### config.mk
export PLATFORM = sky130hd
export DESIGN_NAME = aes_sbox_byte_compute
export DESIGN_NICKNAME = d
export VERILOG_FILES = /design/src/sv/asbc_pkg.sv /design/src/sv/asbc_ctrl.sv /design/src/sv/asbc_dpath.sv /design/src/sv/aes_sbox_byte_compute.sv
export SDC_FILE = /design/constraint.sdc
export NUM_CORES = 1
export LEC_CHECK = 0
export BUFFER_PORTS_ARGS = -buffer_cell sky130_fd_sc_hd__buf_2
export CAP_MARGIN = 10
export CELL_PAD_IN_SITES_DETAIL_PLACEMENT = 0
export CELL_PAD_IN_SITES_GLOBAL_PLACEMENT = 1
export CORE_MARGIN = 2
export CORE_UTILIZATION = 35
export CTS_BUF_LIST = sky130_fd_sc_hd__clkbuf_8
export DETAILED_ROUTE_END_ITERATION = 10
export HOLD_SLACK_MARGIN = 0.05
export PLACE_DENSITY_LB_ADDON = 0.12
export SLEW_MARGIN = 40
export SYNTH_ARGS = -nofsm -noshare
export SYNTH_HDL_FRONTEND = slang
export SYNTH_HIERARCHICAL = 1
export SYNTH_SLANG_ARGS = --single-unit
### constraint.sdc
create_clock -name clk_i -period 3.1 [get_ports clk_i]
set_input_delay 0.155 -clock clk_i [delete_from_list [all_inputs] [get_ports clk_i]]
set_output_delay 0.155 -clock clk_i [all_outputs]
set_load 0.005 [all_outputs]
### src/sv/asbc_pkg.sv
`timescale 1ns / 1ps
// ----------------------------------------------------------------------------
// asbc_pkg
// shared types, constants and field arithmetic for the computed aes s-box
// ----------------------------------------------------------------------------
package asbc_pkg;

  localparam logic [7:0] PolyLow  = 8'h1b;
  localparam logic [7:0] FwdConst = 8'h63;
  localparam logic [7:0] InvConst = 8'h05;
  localparam logic [7:0] OneElem  = 8'h01;

  // seven square-and-multiply rounds build a^254 (exponent bits 1..7)
  localparam int unsigned NumRounds = 7;
  localparam int unsigned RoundW    = $clog2(NumRounds);
  localparam logic [RoundW-1:0] LastRound = RoundW'(NumRounds - 1);

  typedef struct packed {
    logic load;
    logic square;
    logic mult;
    logic finish;
  } asbc_cmd_t;

  function automatic logic [7:0] gf_mul(input logic [7:0] a, input logic [7:0] b);
    logic [7:0] acc;
    logic [7:0] x;
    acc = '0;
    x   = a;
    for (int k = 0; k < 8; k++) begin
      if (b[k]) acc = acc ^ x;
      x = x[7] ? ({x[6:0], 1'b0} ^ PolyLow) : {x[6:0], 1'b0};
    end
    return acc;
  endfunction

  function automatic logic [7:0] rotl(input logic [7:0] v, input int unsigned n);
    return (v << n) | (v >> (8 - n));
  endfunction

  function automatic logic [7:0] affine_fwd(input logic [7:0] x);
    return x ^ rotl(x, 1) ^ rotl(x, 2) ^ rotl(x, 3) ^ rotl(x, 4) ^ FwdConst;
  endfunction

  function automatic logic [7:0] affine_inv(input logic [7:0] x);
    return rotl(x, 1) ^ rotl(x, 3) ^ rotl(x, 6) ^ InvConst;
  endfunction

endpackage

### src/sv/asbc_ctrl.sv
`timescale 1ns / 1ps
// ----------------------------------------------------------------------------
// asbc_ctrl
// sequencer for the square-and-multiply inversion rounds
// ----------------------------------------------------------------------------
module asbc_ctrl (
  input  logic                clk_i,
  input  logic                rst_ni,
  input  logic                start,
  output logic                busy,
  output asbc_pkg::asbc_cmd_t cmd_o
);
  import asbc_pkg::*;

  typedef enum logic [3:0] {
    StIdle   = 4'b0001,
    StSquare = 4'b0010,
    StMult   = 4'b0100,
    StDone   = 4'b1000
  } state_e;

  state_e              state_q, state_d;
  logic [RoundW-1:0]   round_q, round_d;

  always_comb begin
    state_d = state_q;
    round_d = round_q;
    cmd_o   = '0;
    unique case (state_q)
      StIdle: begin
        if (start) begin
          cmd_o.load = 1'b1;
          round_d    = '0;
          state_d    = StSquare;
        end
      end
      StSquare: begin
        cmd_o.square = 1'b1;
        state_d      = StMult;
      end
      StMult: begin
        cmd_o.mult = 1'b1;
        if (round_q == LastRound) begin
          state_d = StDone;
        end else begin
          round_d = round_q + RoundW'(1);
          state_d = StSquare;
        end
      end
      StDone: begin
        cmd_o.finish = 1'b1;
        state_d      = StIdle;
      end
      default: state_d = StIdle;
    endcase
  end

  assign busy = (state_q != StIdle);

  always_ff @(posedge clk_i or negedge rst_ni) begin
    if (!rst_ni) begin
      state_q <= StIdle;
      round_q <= '0;
    end else begin
      state_q <= state_d;
      round_q <= round_d;
    end
  end

endmodule

### src/sv/asbc_dpath.sv
`timescale 1ns / 1ps
// ----------------------------------------------------------------------------
// asbc_dpath
// base and accumulator registers around one shared gf(2^8) multiplier
// ----------------------------------------------------------------------------
module asbc_dpath (
  input  logic                clk_i,
  input  logic                rst_ni,
  input  asbc_pkg::asbc_cmd_t cmd_i,
  input  logic                inverse_mode_i,
  input  logic [7:0]          in_byte_i,
  output logic [7:0]          out_byte_o,
  output logic                valid_o
);
  import asbc_pkg::*;

  logic [7:0] base_q, base_d;
  logic [7:0] acc_q, acc_d;
  logic [7:0] out_q, out_d;
  logic       valid_q;
  logic [7:0] mul_a, mul_b, mul_p;

  // one multiplier: squares the base or folds it into the accumulator
  assign mul_a = cmd_i.mult ? acc_q : base_q;
  assign mul_b = base_q;
  assign mul_p = gf_mul(mul_a, mul_b);

  always_comb begin
    base_d = base_q;
    acc_d  = acc_q;
    out_d  = out_q;
    if (cmd_i.load) begin
      base_d = inverse_mode_i ? affine_inv(in_byte_i) : in_byte_i;
      acc_d  = OneElem;
    end
    if (cmd_i.square) base_d = mul_p;
    if (cmd_i.mult)   acc_d  = mul_p;
    if (cmd_i.finish) out_d  = inverse_mode_i ? acc_q : affine_fwd(acc_q);
  end

  always_ff @(posedge clk_i) begin
    base_q <= base_d;
    acc_q  <= acc_d;
    out_q  <= out_d;
  end

  always_ff @(posedge clk_i or negedge rst_ni) begin
    if (!rst_ni) valid_q <= 1'b0;
    else         valid_q <= cmd_i.finish;
  end

  assign out_byte_o = out_q;
  assign valid_o    = valid_q;

endmodule

### src/sv/aes_sbox_byte_compute.sv
`timescale 1ns / 1ps
// ----------------------------------------------------------------------------
// aes_sbox_byte_compute
// computed aes s-box: gf(2^8) inverse plus affine transform, one byte a request
// ----------------------------------------------------------------------------
// usage
// - request channel: drive in_byte_i and raise start; the request is taken at
//   a clock edge where start is high and busy is low
// - result channel: out_byte_o is valid for exactly one cycle while valid_o is
//   high; the receiver cannot stall, so it must take the byte in that cycle
// - config: cfg_we_i high writes cfg_inverse_mode_i (0 forward, 1 inverse);
//   write only while the block is idle
// - sequence: the accepting edge loads the byte, then 7 rounds of square then
//   multiply run, then a finish step, then the result register shows the byte
// - requests do not overlap; busy drops as the result appears, so a new
//   request may be taken in the cycle the result is on the ports
// - the single shared gf multiplier gives one product a cycle, walking the
//   exponent 254 by square-and-multiply
// - reset: asynchronous active low, returns the sequencer to idle, clears the
//   result strobe and selects forward mode
// - zero maps to zero in the field inverse, so forward(0x00) is 0x63
// ----------------------------------------------------------------------------
module aes_sbox_byte_compute (
  input  logic       clk_i,
  input  logic       rst_ni,
  input  logic       start,
  output logic       busy,
  input  logic [7:0] in_byte_i,
  input  logic       cfg_we_i,
  input  logic       cfg_inverse_mode_i,
  output logic [7:0] out_byte_o,
  output logic       valid_o
);
  import asbc_pkg::*;

  asbc_cmd_t cmd;
  logic      inverse_mode_q;

  // mode register; the user must change it only while idle, the block does not enforce it
  always_ff @(posedge clk_i or negedge rst_ni) begin
    if (!rst_ni)       inverse_mode_q <= 1'b0;
    else if (cfg_we_i) inverse_mode_q <= cfg_inverse_mode_i;
  end

  // sequencer: load, seven square/multiply rounds, finish
  asbc_ctrl u_ctrl (
    .clk_i  (clk_i),
    .rst_ni (rst_ni),
    .start  (start),
    .busy   (busy),
    .cmd_o  (cmd)
  );

  // datapath: affine transforms and the shared field multiplier
  asbc_dpath u_dpath (
    .clk_i          (clk_i),
    .rst_ni         (rst_ni),
    .cmd_i          (cmd),
    .inverse_mode_i (inverse_mode_q),
    .in_byte_i      (in_byte_i),
    .out_byte_o     (out_byte_o),
    .valid_o        (valid_o)
  );

endmodule
==> out/qor.txt <==
SYNTHESIS
--------------------------------------------------------------------------------------------------
Area of the mapped netlist ..........................................................     3330 um2
Cell count after synthesis ..........................................................          345
Biggest area consumer among synthesized cells ....................................... sky130_fd_sc_hd__edfxtp_1
Avg Cell Area, Syn ..................................................................     9.65 um2
Number of enable-type register cells in the synthesized netlist .....................           24
Count of yosys warnings during synthesis ............................................            6
Number of distinct library cells after synthesis ....................................           47
Seq/Total Area, Yosys ...............................................................        28.4%
Ys flop type ........................................................................ sky130_fd_sc_hd__edfxtp_1
Number of storage elements in the synthesis netlist .................................           33
Async S/R FF share, synth ...........................................................        27.3%
Ranking of synthesized cells by area ................................................ sky130_fd_sc_hd__edfxtp_1 22%, sky130_fd_sc_hd__xnor2_1 17%, sky130_fd_sc_hd__xnor3_1 9.5%, sky130_fd_sc_hd__nand2_1 6.3%, sky130_fd_sc_hd__dfrtp_1 6.0%
Post-Syn Nets .......................................................................          360
Share of the synthesized area in the top cell type ..................................        21.6%

FLOORPLANNING
--------------------------------------------------------------------------------------------------
Starting density of the core ........................................................        36.0%
Die ar. .............................................................................   10,300 um2
FP Rows .............................................................................           35
Die span in y .......................................................................       102 um
Width of the chip ...................................................................       102 um
Number of placed I/O pins ...........................................................           23
Area of the placeable core ..........................................................     9240 um2

PLACEMENT
--------------------------------------------------------------------------------------------------
Total instance count after detailed placement .......................................          506
Post-Place Worst Slack ..............................................................      -106 ps
RD Place Congestion .................................................................        0.827
PortBufs ............................................................................           22
Post-detailed-placement half-perimeter wirelength ...................................      6.43 mm

CELLS AND AREA
--------------------------------------------------------------------------------------------------
Final non-filler cell total .........................................................          521
Share of final-layout standard cells stronger than drive strength 1 .................        26.5%
Most common library cell in the layout ignoring fill and taps ....................... sky130_fd_sc_hd__xnor2_1
Commonest cells after routing, fill and taps aside .................................. 61 x sky130_fd_sc_hd__xnor2_1, 56 x sky130_fd_sc_hd__nand2_1, 41 x sky130_fd_sc_hd__buf_4, 24 x sky130_fd_sc_hd__edfxtp_1
Diode count .........................................................................            0
Area overhead of the layout relative to synthesis ...................................        20.5%
Post-layout net count ...............................................................          406

TIMING
--------------------------------------------------------------------------------------------------
Count of pins over their slew limit .................................................            0
Transition time of the tightest slew-check pin ......................................       602 ps
Worst setup margin ..................................................................      80.6 ps
Setup_tns ...........................................................................         0 ps
Maximum clock frequency .............................................................    0.331 GHz
Clock skew after layout .............................................................      5.05 ps
Post-layout min period ..............................................................      3020 ps
Final worst-path cycle share ........................................................        97.4%
Number of failing hold endpoints at the final stage .................................            0
Relative slew slack .................................................................        59.7%
Final setup vio count ...............................................................            0

CTS
--------------------------------------------------------------------------------------------------
Clock transition time at the flip-flop clock pins of the worst setup and hold paths .        70 ps
Library cell used as clock root buffer .............................................. sky130_fd_sc_hd__clkbuf_8
Largest buffer count on any clock path ..............................................            2
Clock insertion delay at the later pin of the skew report ...........................       280 ps
Clock tree from TritonCTS ...........................................................         done
Number of buffers created by CTS ....................................................            5
H-tree levels .......................................................................            2
Clock Sinks .........................................................................           33

SETUP PATH
--------------------------------------------------------------------------------------------------
Worst Path Class, Setup .............................................................      reg2reg
Largest fanout on the critical path .................................................           10
Capturing element type of the critical path .........................................    flip-flop
Delay-heaviest family, CP ........................................................... compound AO/OA/AOI/OAI gates
Worst Path Required .................................................................      3230 ps
Crit path largest cell delay ........................................................       560 ps
Critical path's most frequent cell .................................................. sky130_fd_sc_hd__a211o_1
Number of buffer and inverter instances along the worst setup path ..................            2
Master of the slowest instance on the critical path ................................. sky130_fd_sc_hd__or4b_4
Nature of the critical path startpoint ..............................................    flip-flop
Critical path, cell by cell ......................................................... or4b_4 > inv_6 > buf_12 > mux2_4 > o211a_1 > o211a_1 > a211o_1 > a211o_1 > a211o_1 > a31oi_1
Critical Path AT ....................................................................      3150 ps

DETAILED ROUTING
--------------------------------------------------------------------------------------------------
Count of nets left with antenna violations after detail routing .....................            0
Number of vias after detailed routing ...............................................        2,479
Overall routed net length ...........................................................      8.43 mm
Routed len/inst .....................................................................      16.2 um
Via density per instance ............................................................         4.76
DRC violation total after the first TritonRoute iteration ...........................           88
Drt pass-1 iters ....................................................................            4
Drc violations ......................................................................            0

GLOBAL ROUTING
--------------------------------------------------------------------------------------------------
GRT busiest layer ...................................................................         met2
Global-route wire length before repair ..............................................      13.2 mm
Met2 Usage GRT ......................................................................        28.5%
Vias in the first global route ......................................................        2,385
Global-route usage over all layers ..................................................        16.8%
GRT met1 Usage ......................................................................        23.4%
Met3 usage ..........................................................................        2.07%
Largest net degree at the start of global routing ...................................           26
Total gr overflow ...................................................................            0
Number of antenna violations at the first check in global routing ...................            0

OUTCOME
--------------------------------------------------------------------------------------------------
Status .............................................................................. finished, final reports clean

JOB
--------------------------------------------------------------------------------------------------
Total of max-cap violations .........................................................            0

WORST HOLD PATH
--------------------------------------------------------------------------------------------------
Min-delay worst type ................................................................       in2reg

==> metrics by stage <==
step | instance area [um2] | util, % | hold WS [ps]
after floorplan | 3340 | - | -141
after global placement | 3760 | 40.7 | 21.7
after detailed placement | 3770 | 40.8 | 24.0
after CTS | 3910 | 42.3 | 86.9
after global routing | 4020 | 43.5 | 86.8
final | 4020 | 43.5 | 99.4
==> flip-flops by register name (all words and copies together), names as in the netlist <==
register / cells
u_dpath/base_q: 8
u_dpath/acc_q: 8
u_ctrl/round_q: 3
inverse_mode_q: 1
u_ctrl/state_q: 4
u_dpath/valid_o: 1
u_dpath/out_byte_o: 8
==> cell usage after synthesis (2+ instances only) <==
master / n
sky130_fd_sc_hd__mux2i_4: 3
sky130_fd_sc_hd__mux2i_1: 5
sky130_fd_sc_hd__nand2b_1: 3
sky130_fd_sc_hd__xnor2_1: 64
sky130_fd_sc_hd__and3_1: 3
sky130_fd_sc_hd__clkbuf_1: 12
sky130_fd_sc_hd__nor2b_1: 8
sky130_fd_sc_hd__nor2_1: 20
sky130_fd_sc_hd__o211ai_1: 5
sky130_fd_sc_hd__or4b_4: 2
sky130_fd_sc_hd__o22ai_1: 4
sky130_fd_sc_hd__inv_2: 2
sky130_fd_sc_hd__or2_2: 2
sky130_fd_sc_hd__a211oi_1: 9
sky130_fd_sc_hd__xnor2_2: 2
sky130_fd_sc_hd__xor2_1: 22
sky130_fd_sc_hd__edfxtp_1: 24
sky130_fd_sc_hd__nand2_1: 56
sky130_fd_sc_hd__mux2_4: 2
sky130_fd_sc_hd__mux2i_2: 3
sky130_fd_sc_hd__xnor3_1: 14
sky130_fd_sc_hd__o211a_1: 2
sky130_fd_sc_hd__o21ai_0: 7
sky130_fd_sc_hd__nor4b_1: 3
sky130_fd_sc_hd__mux2_2: 3
sky130_fd_sc_hd__ha_1: 2
sky130_fd_sc_hd__buf_6: 3
sky130_fd_sc_hd__dfrtp_1: 8
sky130_fd_sc_hd__a21oi_1: 14
sky130_fd_sc_hd__a211o_1: 3
sky130_fd_sc_hd__o21ai_1: 2
sky130_fd_sc_hd__buf_2: 7
sky130_fd_sc_hd__buf_4: 4
sky130_fd_sc_hd__nor3_1: 3
sky130_fd_sc_hd__inv_1: 7
==> per-layer routing <==
metal | part of all wire (%) | routed length (um)
met2 | 48 | 4020
met5 | 0 | 0
met3 | 3.7 | 314
met4 | 0.44 | 37
met1 | 48 | 4050
==> cell type report <==
class                           count  area, um2
Multi-Input combinational cell    275       2270
Inverter                            9       41.3
Clock buffer                        5       68.8
Sequential cell                    33        948
Fill cell                         891       5230
Clock inverter                      3       41.3
Tap cell                          129        161
Timing Repair Buffer               67        484
==> kinds of logic (layout without fill, tap and decap cells) <==
group / after synthesis / count (layout) / share of synthesized area (%)
AO/OA/AOI/OAI: 52 / 52 / 10.8
XOR/XNOR: 103 / 103 / 33.8
adder cells (fa/ha/maj): 2 / 2 / 0.751
buffers and inverters: 37 / 84 / 5.60
flip-flops: 33 / 33 / 28.4
multiplexers: 16 / 16 / 6.69
AND/OR/NAND/NOR: 102 / 102 / 14.0
==> timing repair <==
item	4_1_cts	5_1_grt
pin swaps	1	8
setup endpoints to repair	2	8
setup buffers	0	5
hold buffers	1	0
endpoints found under the hold margin	9	0
gates cloned	0	1
gates resized for setup	2	10
==> worst paths after layout <==
kind	startpoint	end	slack, ps	cells after the start
min reg2reg	u_ctrl/round_q[1]	u_ctrl/round_q[1]	570	2
max in group asynchronous	rst_ni	u_ctrl/state_q[0]	2600	2
max	u_ctrl/state_q[0]	u_dpath/base_q[5]	80	10
min	cfg_inverse_mode_i	inverse_mode_q	100	2
min in group asynchronous	rst_ni	u_ctrl/round_q[1]	250	2
max reg2reg	u_ctrl/state_q[0]	u_dpath/base_q[5]	80	10
Power is not shown: default switching activity piles up to over one toggle a cycle in this logic, so the estimate is an artifact.
